[config.mk]
export PLATFORM = sky130hd
export DESIGN_NAME = xrng_mul
export DESIGN_NICKNAME = d
export VERILOG_FILES = /design/src/rtl/core/xrng_pkg.sv /design/src/rtl/core/xrng_mul.sv
export SDC_FILE = /design/constraint.sdc
export NUM_CORES = 2
export LEC_CHECK = 0
export ABC_AREA = 1
export BUFFER_PORTS_ARGS = -buffer_cell sky130_fd_sc_hd__buf_2
export CORE_ASPECT_RATIO = 0.8
export CORE_MARGIN = 2
export CORE_UTILIZATION = 45
export CTS_CLUSTER_DIAMETER = 30
export DETAILED_ROUTE_END_ITERATION = 8
export SLEW_MARGIN = 10
export SYNTH_ARGS = -nofsm -noshare
export SYNTH_HDL_FRONTEND = slang
export SYNTH_SLANG_ARGS = --single-unit
[constraint.sdc]
create_clock -name clk_i -period 22.1 [get_ports clk_i]
set_clock_uncertainty 0.15 [all_clocks]
set_input_delay 1.105 -clock clk_i [delete_from_list [all_inputs] [get_ports clk_i]]
set_output_delay 1.105 -clock clk_i [all_outputs]
set_load 0.03 [all_outputs]
[src/rtl/core/xrng_pkg.sv]
package xrng_pkg;

  typedef logic [3:0][63:0] gen_t;

  typedef struct packed {
    logic start;
    logic kill;
  } unit_ctl_t;

  localparam logic [1:0] REQ_RAW     = 2'd0;
  localparam logic [1:0] REQ_BOUNDED = 2'd1;
  localparam logic [1:0] REQ_NONZERO = 2'd2;

  localparam logic [1:0] JUMP_SHORT = 2'd1;
  localparam logic [1:0] JUMP_LONG  = 2'd2;

  localparam logic REG_SEED = 1'b0;
  localparam logic REG_JUMP = 1'b1;

  localparam logic [63:0] SM_GAMMA = 64'h9e3779b97f4a7c15;
  localparam logic [63:0] SM_MUL1  = 64'hbf58476d1ce4e5b9;
  localparam logic [63:0] SM_MUL2  = 64'h94d049bb133111eb;

  function automatic logic [63:0] jump_poly(input logic [2:0] idx);
    logic [63:0] p;
    case (idx)
      3'd0:    p = 64'h180ec6d33cfd0aba;
      3'd1:    p = 64'hd5a61266f0c9392c;
      3'd2:    p = 64'ha9582618e03fc9aa;
      3'd3:    p = 64'h39abdc4529b1661c;
      3'd4:    p = 64'h76e15d3efefdcbbf;
      3'd5:    p = 64'hc5004e441c522fb3;
      3'd6:    p = 64'h77710069854ee241;
      default: p = 64'h39109bb02acbe635;
    endcase
    return p;
  endfunction

  // rotl(s0 + s3, 23) + s0
  function automatic logic [63:0] xo_output(input gen_t s);
    logic [63:0] sum;
    sum = s[0] + s[3];
    return {sum[40:0], sum[63:41]} + s[0];
  endfunction

  function automatic gen_t xo_advance(input gen_t s);
    gen_t n;
    logic [63:0] t;
    t = s[1] << 17;
    n = s;
    n[2] = n[2] ^ n[0];
    n[3] = n[3] ^ n[1];
    n[1] = n[1] ^ n[2];
    n[0] = n[0] ^ n[3];
    n[2] = n[2] ^ t;
    n[3] = {n[3][18:0], n[3][63:19]};
    return n;
  endfunction

endpackage

[src/rtl/core/xrng_mul.sv]
module xrng_mul import xrng_pkg::*; (
  input  logic        clk_i,
  input  logic        rst_ni,
  input  unit_ctl_t   ctl_i,
  input  logic [63:0] a_i,
  input  logic [63:0] b_i,
  output logic        done_o,
  output logic [63:0] prod_o
);

  logic [63:0] a_q, b_q, acc_q, acc_d;
  logic [1:0]  step_q;
  logic        busy_q, done_q;
  logic [31:0] op_a, op_b;
  logic [63:0] part;

  // low 64 bits only: lo*lo, then the two cross terms into the upper half
  assign op_a = (step_q == 2'd1) ? a_q[63:32] : a_q[31:0];
  assign op_b = (step_q == 2'd2) ? b_q[63:32] : b_q[31:0];
  assign part = 64'(op_a) * 64'(op_b);

  always_comb begin
    if (step_q == 2'd0) begin
      acc_d = part;
    end else begin
      acc_d = acc_q + {part[31:0], 32'd0};
    end
  end

  always_ff @(posedge clk_i or negedge rst_ni) begin
    if (!rst_ni) begin
      busy_q <= 1'b0;
      done_q <= 1'b0;
      step_q <= 2'd0;
    end else if (ctl_i.kill) begin
      busy_q <= 1'b0;
      done_q <= 1'b0;
      step_q <= 2'd0;
    end else if (ctl_i.start) begin
      busy_q <= 1'b1;
      done_q <= 1'b0;
      step_q <= 2'd0;
    end else if (busy_q) begin
      step_q <= step_q + 2'd1;
      if (step_q == 2'd2) begin
        busy_q <= 1'b0;
        done_q <= 1'b1;
      end
    end else begin
      done_q <= 1'b0;
    end
  end

  always_ff @(posedge clk_i) begin
    if (ctl_i.start) begin
      a_q <= a_i;
      b_q <= b_i;
    end else if (busy_q) begin
      acc_q <= acc_d;
    end
  end

  assign done_o = done_q;
  assign prod_o = acc_q;

endmodule

==> key figures <==
Clock tree
  – Hold-fix buffers, CTS: 0
  – Htree depth: 4
  – Clk pin slew, worst setup/hold paths: ~0.080 ns
  – CTS sink count: 196
  – Clk Latency, worst-skew pair: roughly 0.51 ns
  – Root Driver: clkbuf_16
  – CTS resizes: 0
  – CTS max path bufs: 2
  – Post-CTS Setup Bufs: 0
  – CTS buffer count: 17
  – CTS tree: built

Yosys
  – Xor-xnor portion of the synthesized cell area: 0.719%
  – Syn Area/Cell: 8.48 sq um
  – Synthesized area: 0.0425 sq mm
  – Post-synthesis compound-gate area fraction: 4.51%
  – Top cell type's share of synthesized area: 42.3%
  – Synth top area cells: fa_1, edfxtp_1, inv_1
  – Warnings from Yosys: 0
  – Adder-cell share of the synthesized area: about half
  – Syn Nets: 6337
  – Post-synth EDFFs: 192
  – Cell variety after synth: 44
  – Synth Flop Type: edfxtp_1
  – Most frequent cell after synthesis: inv_1
  – Seq/Total Area, Yosys: 13.8%
  – Number of synthesized register bits: 196
  – Synthesized instance count: 5009
  – Cell accounting for the most synthesized area: fa_1
  – Largest family of logic cells by synthesized area: adder cells
  – FFs w/ async S/R, synth: 2.04%
  – Top post-synthesis cells by count: inv_1, nand2_1, fa_1
  – Simple-gate area share of the yosys netlist: 17.2%
  – Mux share of post-synthesis cell area: 0%

Critical path
  – CP Data Arrival Time: roughly 11 ns
  – Setup crit start kind: register
  – CP top delay family: adder cells
  – Most common cell on crit path: inv_1
  – Crit Path Class: reg -> reg
  – Worst-path maximum fanout: 46
  – Worst Path Required: 22.21 ns
  – Crit path capture type: register
  – Worst Path Buf+Inv: 15
  – Crit-path slowest cell: fa_1
  – CP max stage delay: about 0.60 ns

Global route
  – Global route overflow: 0
  – GRT Resource Usage Total: 30.5%
  – Largest net degree at the start of global routing: 76
  – Initial antenna violation count: 2
  – Vias in the first global route: 34800
  – First-pass GRT wire length: between 200 and 250 mm

Timing
  – Final min period: 11.09 ns
  – Max-slew headroom: 16.5%
  – Hold Slack: approximately 0.25 ns
  – Final TNS setup: 0 ns
  – Final Slew Violations: 0
  – Final worst-path cycle share: 50.2%
  – RSZ-0062 raised after global routing: false
  – Fmax: 0.0901 GHz
  – Slew @ Worst Pin: ~1.3 ns
  – # setup viols final: 0
  – Hold Vio Cnt, Final: 0

Finish
  – Layout Nets: approximately 6500
  – Cell Count, Final, Fillers Out: about 6400
  – Layout cell share with drive strength beyond 1: 8.26%
  – Final instance area: 0.0456 sq mm
  – Synth-to-layout area growth: 7.32%

Detailed routing
  – Initial DRC count: 3125
  – Wire length per cell: 22.4 um
  – Post-route DRC: 0
  – Drt first pass iters: 6
  – Post-Route WL: 143 mm
  – Vias per cell: 5.33
  – DR vias: 34000
  – Detail Route Antenna Nets: 0

Status
  – Status: completed

Floorplanning
  – Initial Util: 45.6%
  – Die height: 279 um
  – I/O Pins: 197
  – Core Area: 0.0932 sq mm
  – Die W: 347 um
  – Full die area: ~0.097 sq mm
  – Rows: 100

Flow run
  – Max cap viols: 0

Placement
  – Placed wire-length estimate: ~120 mm
  – Global placer's final weighted congestion: about 1.0
  – Placed Instances: 6335
  – Placed inst area: 0.0449 sq mm
  – Port Buf Inserts: approximately 200

Min path
  – HP Class: in -> async
[logic make-up after synthesis]
| logic type | count (synthesis) |
|---|---|
| compound gates | 346 |
| xor+xnor | 34 |
| fa+ha+maj | 1196 |
| buf+inv | 1392 |
| flops | 196 |
| simple gates | 1845 |
[per-layer routing]
| layer | up-vias | global-route usage, % | wire, um |
|---|---|---|---|
| li1 | 15000 | - | - |
| met4 | 0 | 7.59 | 3540 |
| met3 | 211 | 9.11 | 17900 |
| met5 | - | 0 | 0 |
| met1 | 17000 | 44.6 | 61900 |
| met2 | 1758 | 44.1 | 59600 |
[state kept, by name, indices dropped and copies added (netlist names)]
signal / count
b_q: 64
step_q: 2
busy_q: 1
a_q: 64
done_o: 1
prod_o: 64
[cells in the final DEF (no fill, tap or decap), types with 4 or more instances in the layout]
cell type | synthesis | routed
or2_2 | 6 | 6
o21ai_0 | 121 | 94
edfxtp_1 | 192 | 192
nor3_1 | 19 | 18
o21ai_2 | 18 | 39
inv_1 | 1180 | 1178
xnor2_1 | 4 | 4
inv_2 | 24 | 25
nand3_2 | 6 | 6
nand4_1 | 13 | 13
nand2_1 | 1078 | 1078
buf_4 | 2 | 84
clkinv_8 | 0 | 5
nand2_2 | 10 | 10
nor2_2 | 6 | 6
a21o_1 | 10 | 10
fa_1 | 897 | 897
nand3_1 | 104 | 104
inv_6 | 0 | 4
ha_1 | 299 | 296
a21boi_0 | 7 | 7
nor2_1 | 583 | 582
clkbuf_16 | 0 | 17
nand3b_1 | 7 | 7
o21a_1 | 9 | 9
a21oi_1 | 144 | 144
o21bai_1 | 7 | 7
o21ai_1 | 24 | 26
dfrtp_1 | 4 | 4
clkinv_1 | 10 | 12
o21ai_4 | 0 | 4
xor2_1 | 29 | 29
buf_2 | 99 | 195
[worst paths after layout]
kind,from,to,slack [ns],cells past startpoint
worst min register to register,done_o$_DFFE_PN0P_,done_o$_DFFE_PN0P_,0.39,2
worst min-delay path,rst_ni,busy_q$_DFF_PN0_,0.25,1
worst max register to register,step_q[0]$_DFFE_PN0P_,prod_o[63]$_DFFE_PP_,11.01,43
max in group asynchronous,rst_ni,done_o$_DFFE_PN0P_,21.42,1
worst max-delay path,step_q[0]$_DFFE_PN0P_,prod_o[63]$_DFFE_PP_,11.01,43
min in group clk_i,done_o$_DFFE_PN0P_,done_o$_DFFE_PN0P_,0.39,2
[worst reg2reg max path, delay by kind of cell (launching register included)]
kind,cells,cell delay (ns)
adder cells (fa/ha/maj),11,5.22
buffers and inverters,15,2.50
XOR/XNOR,1,0.26
AND/OR/NAND/NOR,13,1.94
flip-flops,1,0.41
AO/OA/AOI/OAI,3,0.37
[cell type report]
type,instances,area [sq um]
Inverter,1214,4560
Antenna cell,3,7.51
Tap cell,1224,1530
Fill cell,9075,47600
Clock buffer,17,425
Clock inverter,15,203
Sequential cell,196,5870
Multi-Input combinational cell,3421,31400
Timing Repair Buffer,280,1620
[through the flow]
| step | utilization (%) | setup WS [ns] |
|---|---|---|
| after floorplan | - | 13.63 |
| after global placement | 48.2 | 11.23 |
| after detailed placement | 48.2 | 11.15 |
| after CTS | 48.9 | 11.09 |
| after global routing | 48.9 | 10.45 |
| final | 48.9 | 11.01 |
Power is left out: the tool's default activity adds up to more than one toggle a clock period on the data nets, which glitch-free logic cannot reach.
