$ cat src/rtl/core/xrng_pkg.sv
package xrng_pkg;

  typedef logic [3:0][63:0] gen_t;

  typedef struct packed {
    logic start;
    logic kill;
  } unit_ctl_t;

  localparam logic [1:0] REQ_RAW     = 2'd0;
  localparam logic [1:0] REQ_BOUNDED = 2'd1;
  localparam logic [1:0] REQ_NONZERO = 2'd2;

  localparam logic [1:0] JUMP_SHORT = 2'd1;
  localparam logic [1:0] JUMP_LONG  = 2'd2;

  localparam logic REG_SEED = 1'b0;
  localparam logic REG_JUMP = 1'b1;

  localparam logic [63:0] SM_GAMMA = 64'h9e3779b97f4a7c15;
  localparam logic [63:0] SM_MUL1  = 64'hbf58476d1ce4e5b9;
  localparam logic [63:0] SM_MUL2  = 64'h94d049bb133111eb;

  function automatic logic [63:0] jump_poly(input logic [2:0] idx);
    logic [63:0] p;
    case (idx)
      3'd0:    p = 64'h180ec6d33cfd0aba;
      3'd1:    p = 64'hd5a61266f0c9392c;
      3'd2:    p = 64'ha9582618e03fc9aa;
      3'd3:    p = 64'h39abdc4529b1661c;
      3'd4:    p = 64'h76e15d3efefdcbbf;
      3'd5:    p = 64'hc5004e441c522fb3;
      3'd6:    p = 64'h77710069854ee241;
      default: p = 64'h39109bb02acbe635;
    endcase
    return p;
  endfunction

  // rotl(s0 + s3, 23) + s0
  function automatic logic [63:0] xo_output(input gen_t s);
    logic [63:0] sum;
    sum = s[0] + s[3];
    return {sum[40:0], sum[63:41]} + s[0];
  endfunction

  function automatic gen_t xo_advance(input gen_t s);
    gen_t n;
    logic [63:0] t;
    t = s[1] << 17;
    n = s;
    n[2] = n[2] ^ n[0];
    n[3] = n[3] ^ n[1];
    n[1] = n[1] ^ n[2];
    n[0] = n[0] ^ n[3];
    n[2] = n[2] ^ t;
    n[3] = {n[3][18:0], n[3][63:19]};
    return n;
  endfunction

endpackage

$ cat src/rtl/core/xrng_div.sv
module xrng_div import xrng_pkg::*; (
  input  logic        clk_i,
  input  logic        rst_ni,
  input  unit_ctl_t   ctl_i,
  input  logic [63:0] dividend_i,
  input  logic [63:0] divisor_i,
  output logic        done_o,
  output logic [63:0] rem_o
);

  logic [63:0] rem_q, dvd_q, dsr_q;
  logic [5:0]  cnt_q;
  logic        busy_q, done_q;
  logic [64:0] trial, diff;

  // restoring division, one quotient bit a cycle
  assign trial = {rem_q, dvd_q[63]};
  assign diff  = trial - {1'b0, dsr_q};

  always_ff @(posedge clk_i or negedge rst_ni) begin
    if (!rst_ni) begin
      busy_q <= 1'b0;
      done_q <= 1'b0;
      cnt_q  <= 6'd0;
    end else if (ctl_i.kill) begin
      busy_q <= 1'b0;
      done_q <= 1'b0;
      cnt_q  <= 6'd0;
    end else if (ctl_i.start) begin
      busy_q <= 1'b1;
      done_q <= 1'b0;
      cnt_q  <= 6'd0;
    end else if (busy_q) begin
      cnt_q <= cnt_q + 6'd1;
      if (cnt_q == 6'd63) begin
        busy_q <= 1'b0;
        done_q <= 1'b1;
      end
    end else begin
      done_q <= 1'b0;
    end
  end

  always_ff @(posedge clk_i) begin
    if (ctl_i.start) begin
      rem_q <= 64'd0;
      dvd_q <= dividend_i;
      dsr_q <= divisor_i;
    end else if (busy_q) begin
      dvd_q <= {dvd_q[62:0], 1'b0};
      if (!diff[64]) begin
        rem_q <= diff[63:0];
      end else begin
        rem_q <= trial[63:0];
      end
    end
  end

  assign done_o = done_q;
  assign rem_o  = rem_q;

endmodule

$ cat config.mk
export PLATFORM = sky130hd
export DESIGN_NAME = xrng_div
export DESIGN_NICKNAME = d
export VERILOG_FILES = /design/src/rtl/core/xrng_pkg.sv /design/src/rtl/core/xrng_div.sv
export SDC_FILE = /design/constraint.sdc
export NUM_CORES = 1
export LEC_CHECK = 0
export BUFFER_PORTS_ARGS = -buffer_cell sky130_fd_sc_hd__buf_2
export CAP_MARGIN = 20
export CORE_UTILIZATION = 39
export CTS_CLUSTER_SIZE = 20
export DETAILED_ROUTE_END_ITERATION = 8
export GPL_TIMING_DRIVEN = 0
export SETUP_SLACK_MARGIN = 0.2
export SYNTH_ARGS = -nofsm -noshare
export SYNTH_HDL_FRONTEND = slang
export SYNTH_SLANG_ARGS = --single-unit
$ cat constraint.sdc
create_clock -name clk_i -period 6.2 [get_ports clk_i]
set_clock_uncertainty 0.2 [all_clocks]
set_input_delay 1.55 -clock clk_i [delete_from_list [all_inputs] [get_ports clk_i]]
set_output_delay 1.55 -clock clk_i [all_outputs]
set_load 0.1 [all_outputs]
==> results.toml, run 1 <==
[hold_path]
hp-class = "flip-flop to flip-flop"

[sta]
fmax_ghz = 0.234
post-route-period-util_pct = 68.9
hold_viol_final = 0
period_needed_ns = 4.27
fin_tns_setup_ns = 0
slew_headroom_pct = 35.9
slew_violations = 0
worstMarginPinSlew_ns = 0.949
rsz0062_at_grt = "false"
setup-violations-final = 0

[grt]
grt_first_pass_wirelength_mm = 51.1
grt_use_total_pct = 21.2
antenna_found_initial = 10
grt_pass1_vias = 9505
overflow = 0
grt_max_degree = 66

[critical_path]
cpPeakStageDelay_ns = 0.82
cp_data_arrival_time_ns = 4.39
path_buf_inv = 2
critPathSlowestCell = "nor4b_1"
cp_cell_sequence = "inv_1 > ha_1 > clkbuf_1 > a21oi_1 > o21ai_0 > a21oi_1 > a21oi_1 > o21ai_0 > nor4b_1 > o21bai_1 > a311o_1 > xnor2_1 > o21ai_0"
critPathRequiredTime_ns = 6.31
cpLargestDelayFamily = "compound AO/OA/AOI/OAI gates"
cp-start-kind = "flip-flop"
cp_max_fo = 8
critPathKind = "flip-flop to flip-flop"
endpoint_kind = "flip-flop"

[logic_synthesis]
syn-num-nets = 1413
ys_seq_area_share_pct = 44.7
syn_area_um2 = 11900
ys_types = 76
async_flop_share_pct = 4.00
yosysWarnings = 0
ys_ff_latch = 200
syn_inst = 1215
syn-mean-instance-area_um2 = 9.81
synth-edff-count = 128
ys.flop_type = "edfxtp_1"

[outcome]
status = "complete, no violations"

[pwr]
leakage_nw = 5.89
finalPower_mw = 3.87
pwr-share-comb_pct = 30.1
intPower_mw = 2.45
power_frac_seq_pct = 41.6
pwr-share-clk_pct = 28.3
power.switching_mw = 1.42
p_per_area_nw_per_um2 = 277
switching_share_pct = 36.7
peakVddDrop_uv = 218

[clock_tree]
cts_tree = "built"
cts_num_sinks = 200
clockBufferDepth = 2
clk_latency_ns = 0.45
h-tree-depth = 4
cts_buffers = 17
holdBufCountCts = 0
root_buffer = "clkbuf_16"
clk_pin_slew_ns = 0.08
cts-resized-gates = 0
post_cts_buffers = 0

[route]
drtIter0Drc = 542
drc = 0
wire_per_inst_um = 17.8
num_vias = 9891
viasPerCell = 5.38
antenna_left = 0
firstDrtPassIters = 7
routed_wl_mm = 32.8

[placed_design]
place_inst = 1802
post-dp-hpwl_mm = 25.0
numPortBuffers = 196
routabilityCongestion = 0.915

[layout]
final_cell_mix = "buf_2 (202), nand2_1 (157), edfxtp_1 (128)"
final_util_pct = 46.8
drive_above_1_share_pct = 23.5
nets = 1629
fin_cells = 1838
final_common_cell = "buf_2"
area_delta_synth_final_pct = 17.4

[floorplan]
start_util_pct = 39.9
die_width_um = 177
dieArea_um2 = 31300
rows = 63
coreArea_um2 = 29900
die_y_um = 177
io_pins = 197

[job]
maxCapViolCount = 0
## cell usage after synthesis (all sizes together) (26+ instances only)
cell type  instances  area, µm²
dfxtp             64       1280
a21o              27        203
xor2              26        228
inv               83        312
a21oi             92        468
nor2              95        357
nand4             26        163
nand2            158        609
xnor2             32        280
mux2              63        709
ha                65        813
clkbuf            44        165
o21ai             57        297
edfxtp           128       3840
a311oi            45        494
## cells by family (layout without fill, tap and decap cells)
logic type | count (synthesis) | in the layout | synth area share, %
xor gates and xnor gates | 58 | 58 | 4.26
buffers and inverters | 147 | 376 | 5.24
DFF | 200 | 200 | 44.7
adders and majority gates | 66 | 66 | 6.99
muxes | 69 | 69 | 6.46
other | 0 | 4 | 0
and+or+nand+nor | 356 | 356 | 13.4
AOI/OAI and AO/OA | 319 | 319 | 18.9
## per-stage QoR
step	area, µm²	worst slack [ns]	hold WS, ns
floorplan	11900	2.04	0.313
global placement	13400	0.0331	0.303
detailed placement	13400	1.52	0.299
CTS	14000	1.96	0.311
global route	14000	1.69	0.345
finish	14000	1.93	0.316
## layout make-up
class                           instances  area (µm²)
Antenna cell                            4        10.0
Buffer                                 63         309
Clock buffer                           19         437
Clock inverter                         13         133
Fill cell                            2915       15900
Inverter                               84         315
Multi-Input combinational cell        868        5970
Sequential cell                       200        5330
Tap cell                              390         488
Timing Repair Buffer                  197        1000
## metal layers
metal	routed length, µm	part of all wire [%]	vias up	GRT usage [%]
met1	15000	46	4649	28.2
met2	14400	44	309	32.5
met4	617	1.9	10	5.89
met3	2720	8.3	46	7.17
met5	58	0.18	-	0
li1	-	-	4877	-
## power by group through the flow
stage,clock (mW),combinational [mW],sequential [mW]
after floorplan,0,0.639,1.87
after global placement,0,1.15,1.64
after detailed placement,0,1.16,1.64
after CTS,1.13,1.16,1.61
after global routing,1.17,1.27,1.62
final,1.09,1.17,1.61
## registers in the layout, summed over array words and instances, names as in the netlist
name and flops:
busy_q 1, dvd_q 64, cnt_q 6, done_o 1, dsr_q 64, rem_o 64
## worst min-delay path: cells and delay by family, from the launching register on
kind,cells,cell delay (ns)
compound gates,1,0.07
flops,1,0.34
simple gates,1,0.06
## worst paths after layout
check | to | slack [ns] | cells past startpoint | start
setup / recovery | rem_o[56] | 1.93 | 13 | dsr_q[23]
hold / removal | rem_o[19] | 0.32 | 2 | rem_o[18]
setup reg to reg | rem_o[56] | 1.93 | 13 | dsr_q[23]
hold reg to reg | rem_o[19] | 0.32 | 2 | rem_o[18]
max in group asynchronous | cnt_q[0] | 4.89 | 1 | rst_ni
min in group asynchronous | cnt_q[4] | 0.72 | 1 | rst_ni
Note: power is estimated with default switching activity, not from simulation.
==> run 2, diff against run 1 <==
==> constraint.sdc (replaced) <==
create_clock -name clk_i -period 3.92 [get_ports clk_i]
set_clock_uncertainty 0.2 [all_clocks]
set_input_delay 0.98 -clock clk_i [delete_from_list [all_inputs] [get_ports clk_i]]
set_output_delay 0.98 -clock clk_i [all_outputs]
set_load 0.1 [all_outputs]
==> run 2 against run 1 <==
Effect of this change:
- count of clock-buffer cells in the layout shrank 2
- flip-flop and latch count is the same
- sequential share of layout area shrank 3.6 points
- critical path type unchanged
- combinational power grew 100%
- total power grew 74%
==> results.toml, run 2 (same netlist as run 1, synthesis figures left out) <==
[route]
viasPerCell = 5.47
num_vias = 10300
wire_per_inst_um = 18.8
routed_wl_mm = 35.5
drc = 0
drtIter0Drc = 589
firstDrtPassIters = 5
antenna_left = 0

[sta]
fin_tns_setup_ns = 0
hold_viol_final = 0
worstMarginPinSlew_ns = 0.915
post-route-period-util_pct = 97.6
rsz0062_at_grt = "true"
setup-violations-final = 0
slew_headroom_pct = 39.0
slew_violations = 0
hold_slack_ns = 0.150
period_needed_ns = 3.83
fmax_ghz = 0.261

[pwr]
switching_share_pct = 38.2
finalPower_mw = 6.74
peakVddDrop_uv = 338
pwr-share-comb_pct = 34.7
p_per_area_nw_per_um2 = 433
leakage_nw = 6.68
intPower_mw = 4.16
power_frac_seq_pct = 37.9
pwr-share-clk_pct = 27.3
power.switching_mw = 2.57

[critical_path]
endpoint_kind = "flip-flop"
cp_max_fo = 4
critPathRequiredTime_ns = 4.07
cp-start-kind = "flip-flop"
critPathKind = "flip-flop to flip-flop"
cp_data_arrival_time_ns = 3.98

[clock_tree]
cts_num_sinks = 200
h-tree-depth = 4
clk_pin_slew_ns = 0.09
cts_buffers = 17
clk_latency_ns = 0.46
clockBufferDepth = 2
root_buffer = "clkbuf_16"
cts_tree = "built"

[floorplan]
rows = 63
dieArea_um2 = 31300
die_y_um = 177
die_width_um = 177
io_pins = 197
start_util_pct = 39.9
coreArea_um2 = 29900

[grt]
use_met2_pct = 35.4
met3_usage_pct = 7.00
grt_max_degree = 66
overflow = 0
grt_first_pass_wirelength_mm = 53.7
gr-usage-met1_pct = 28.8
grt_pass1_vias = 9986
grt_use_total_pct = 22.3
antenna_found_initial = 7
top_usage_layer = "met2"

[placed_design]
post-dp-hpwl_mm = 25.3
routabilityCongestion = 0.895
numPortBuffers = 196
place_inst = 1802

[layout]
drive_above_1_share_pct = 35.7
final_cell_mix = "buf_2 (199), edfxtp_1 (128), nand2_1 (105)"
fillers = 2761
fin_cells = 1885
area_delta_synth_final_pct = 30.6
final_common_cell = "buf_2"
nets = 1676

[outcome]
status = "complete, no violations"

[hold_path]
hp-class = "input port to async pin"

[job]
maxCapViolCount = 0
[run 2: cell count changes in the layout (fill, tap and decap cells not counted), moves of 11 or more]
cell and delta:
nand2_1 -52, nand2_4 +40, dfxtp_1 -34, dfxtp_2 +33
a311oi_1 -18, a311oi_2 +18, buf_4 +16, buf_6 +14
nand2_2 +11
[run 2: per-stage QoR]
stage	instance area, µm²	setup WS, ns	utilization, %
final	15600	0.0930	52.1
after global routing	15600	-0.0454	52.1
after global placement	13400	-1.68	45.0
after detailed placement	13500	-0.284	45.0
after floorplan	12000	0.231	-
after CTS	14700	0.0734	49.3
[run 2: final timing paths]
path / from / to / slack [ns] / depth (start not counted)
hold reg to reg: rem_o[1] / rem_o[1] / 0.30 / 2
setup / recovery: dvd_q[63] / rem_o[50] / 0.09 / 16
hold / removal: rst_ni / busy_q / 0.15 / 1
min in group clk_i: rem_o[1] / rem_o[1] / 0.30 / 2
max in group asynchronous: rst_ni / cnt_q[5] / 3.20 / 1
setup reg to reg: dvd_q[63] / rem_o[50] / 0.09 / 16
[run 2: layer usage]
| layer | wire (µm) | share of wire (%) | vias to the layer above |
|---|---|---|---|
| met4 | 881 | 2.5 | 8 |
| met1 | 15800 | 45 | 4929 |
| met2 | 16000 | 45 | 332 |
| met5 | 46 | 0.13 | - |
| met3 | 2690 | 7.6 | 58 |
| li1 | - | - | 4977 |
[run 2: critical path, stage by stage, from the launching register on]
cell      delay, ns
edfxtp_1       0.39
inv_1          0.06
ha_2           0.19
fa_2           0.35
nand2b_4       0.16
a21oi_4        0.17
nor3_4         0.07
or4_4          0.52
a211oi_4       0.33
o221a_4        0.31
nor3_4         0.06
nor2_4         0.22
buf_6          0.14
buf_6          0.11
buf_6          0.10
o211ai_1       0.09
a311oi_1       0.25
[run 2: layout make-up]
type / count / area (µm²) / area share (%)
repair buffers: 244 / 1600 / 10.3
clock inverters: 15 / 185 / 1.19
flip-flops and latches: 200 / 5370 / 34.5
multi-input cells: 868 / 6750 / 43.4
well taps: 390 / 488 / 3.13
inverters: 84 / 318 / 2.04
diodes: 4 / 10.0 / 0.0643
plain buffers: 63 / 418 / 2.68
clock buffers: 17 / 425 / 2.73
[run 2: power by group through the flow]
stage               Combinational [mW]  Sequential (mW)  Clock, mW
floorplan                         1.01             2.96          0
global placement                  1.82             2.60          0
detailed placement                1.84             2.60          0
CTS                               2.05             2.56       1.89
global route                      2.50             2.58       1.96
finish                            2.34             2.56       1.84
[run 2: what timing repair did]
action                     4_1_cts  5_1_grt
hold buffers                     0        0
setup buffers                   28        9
gates cloned                     4        6
pin swaps                       34       61
resized for setup               84      146
setup endpoints to repair       64      108
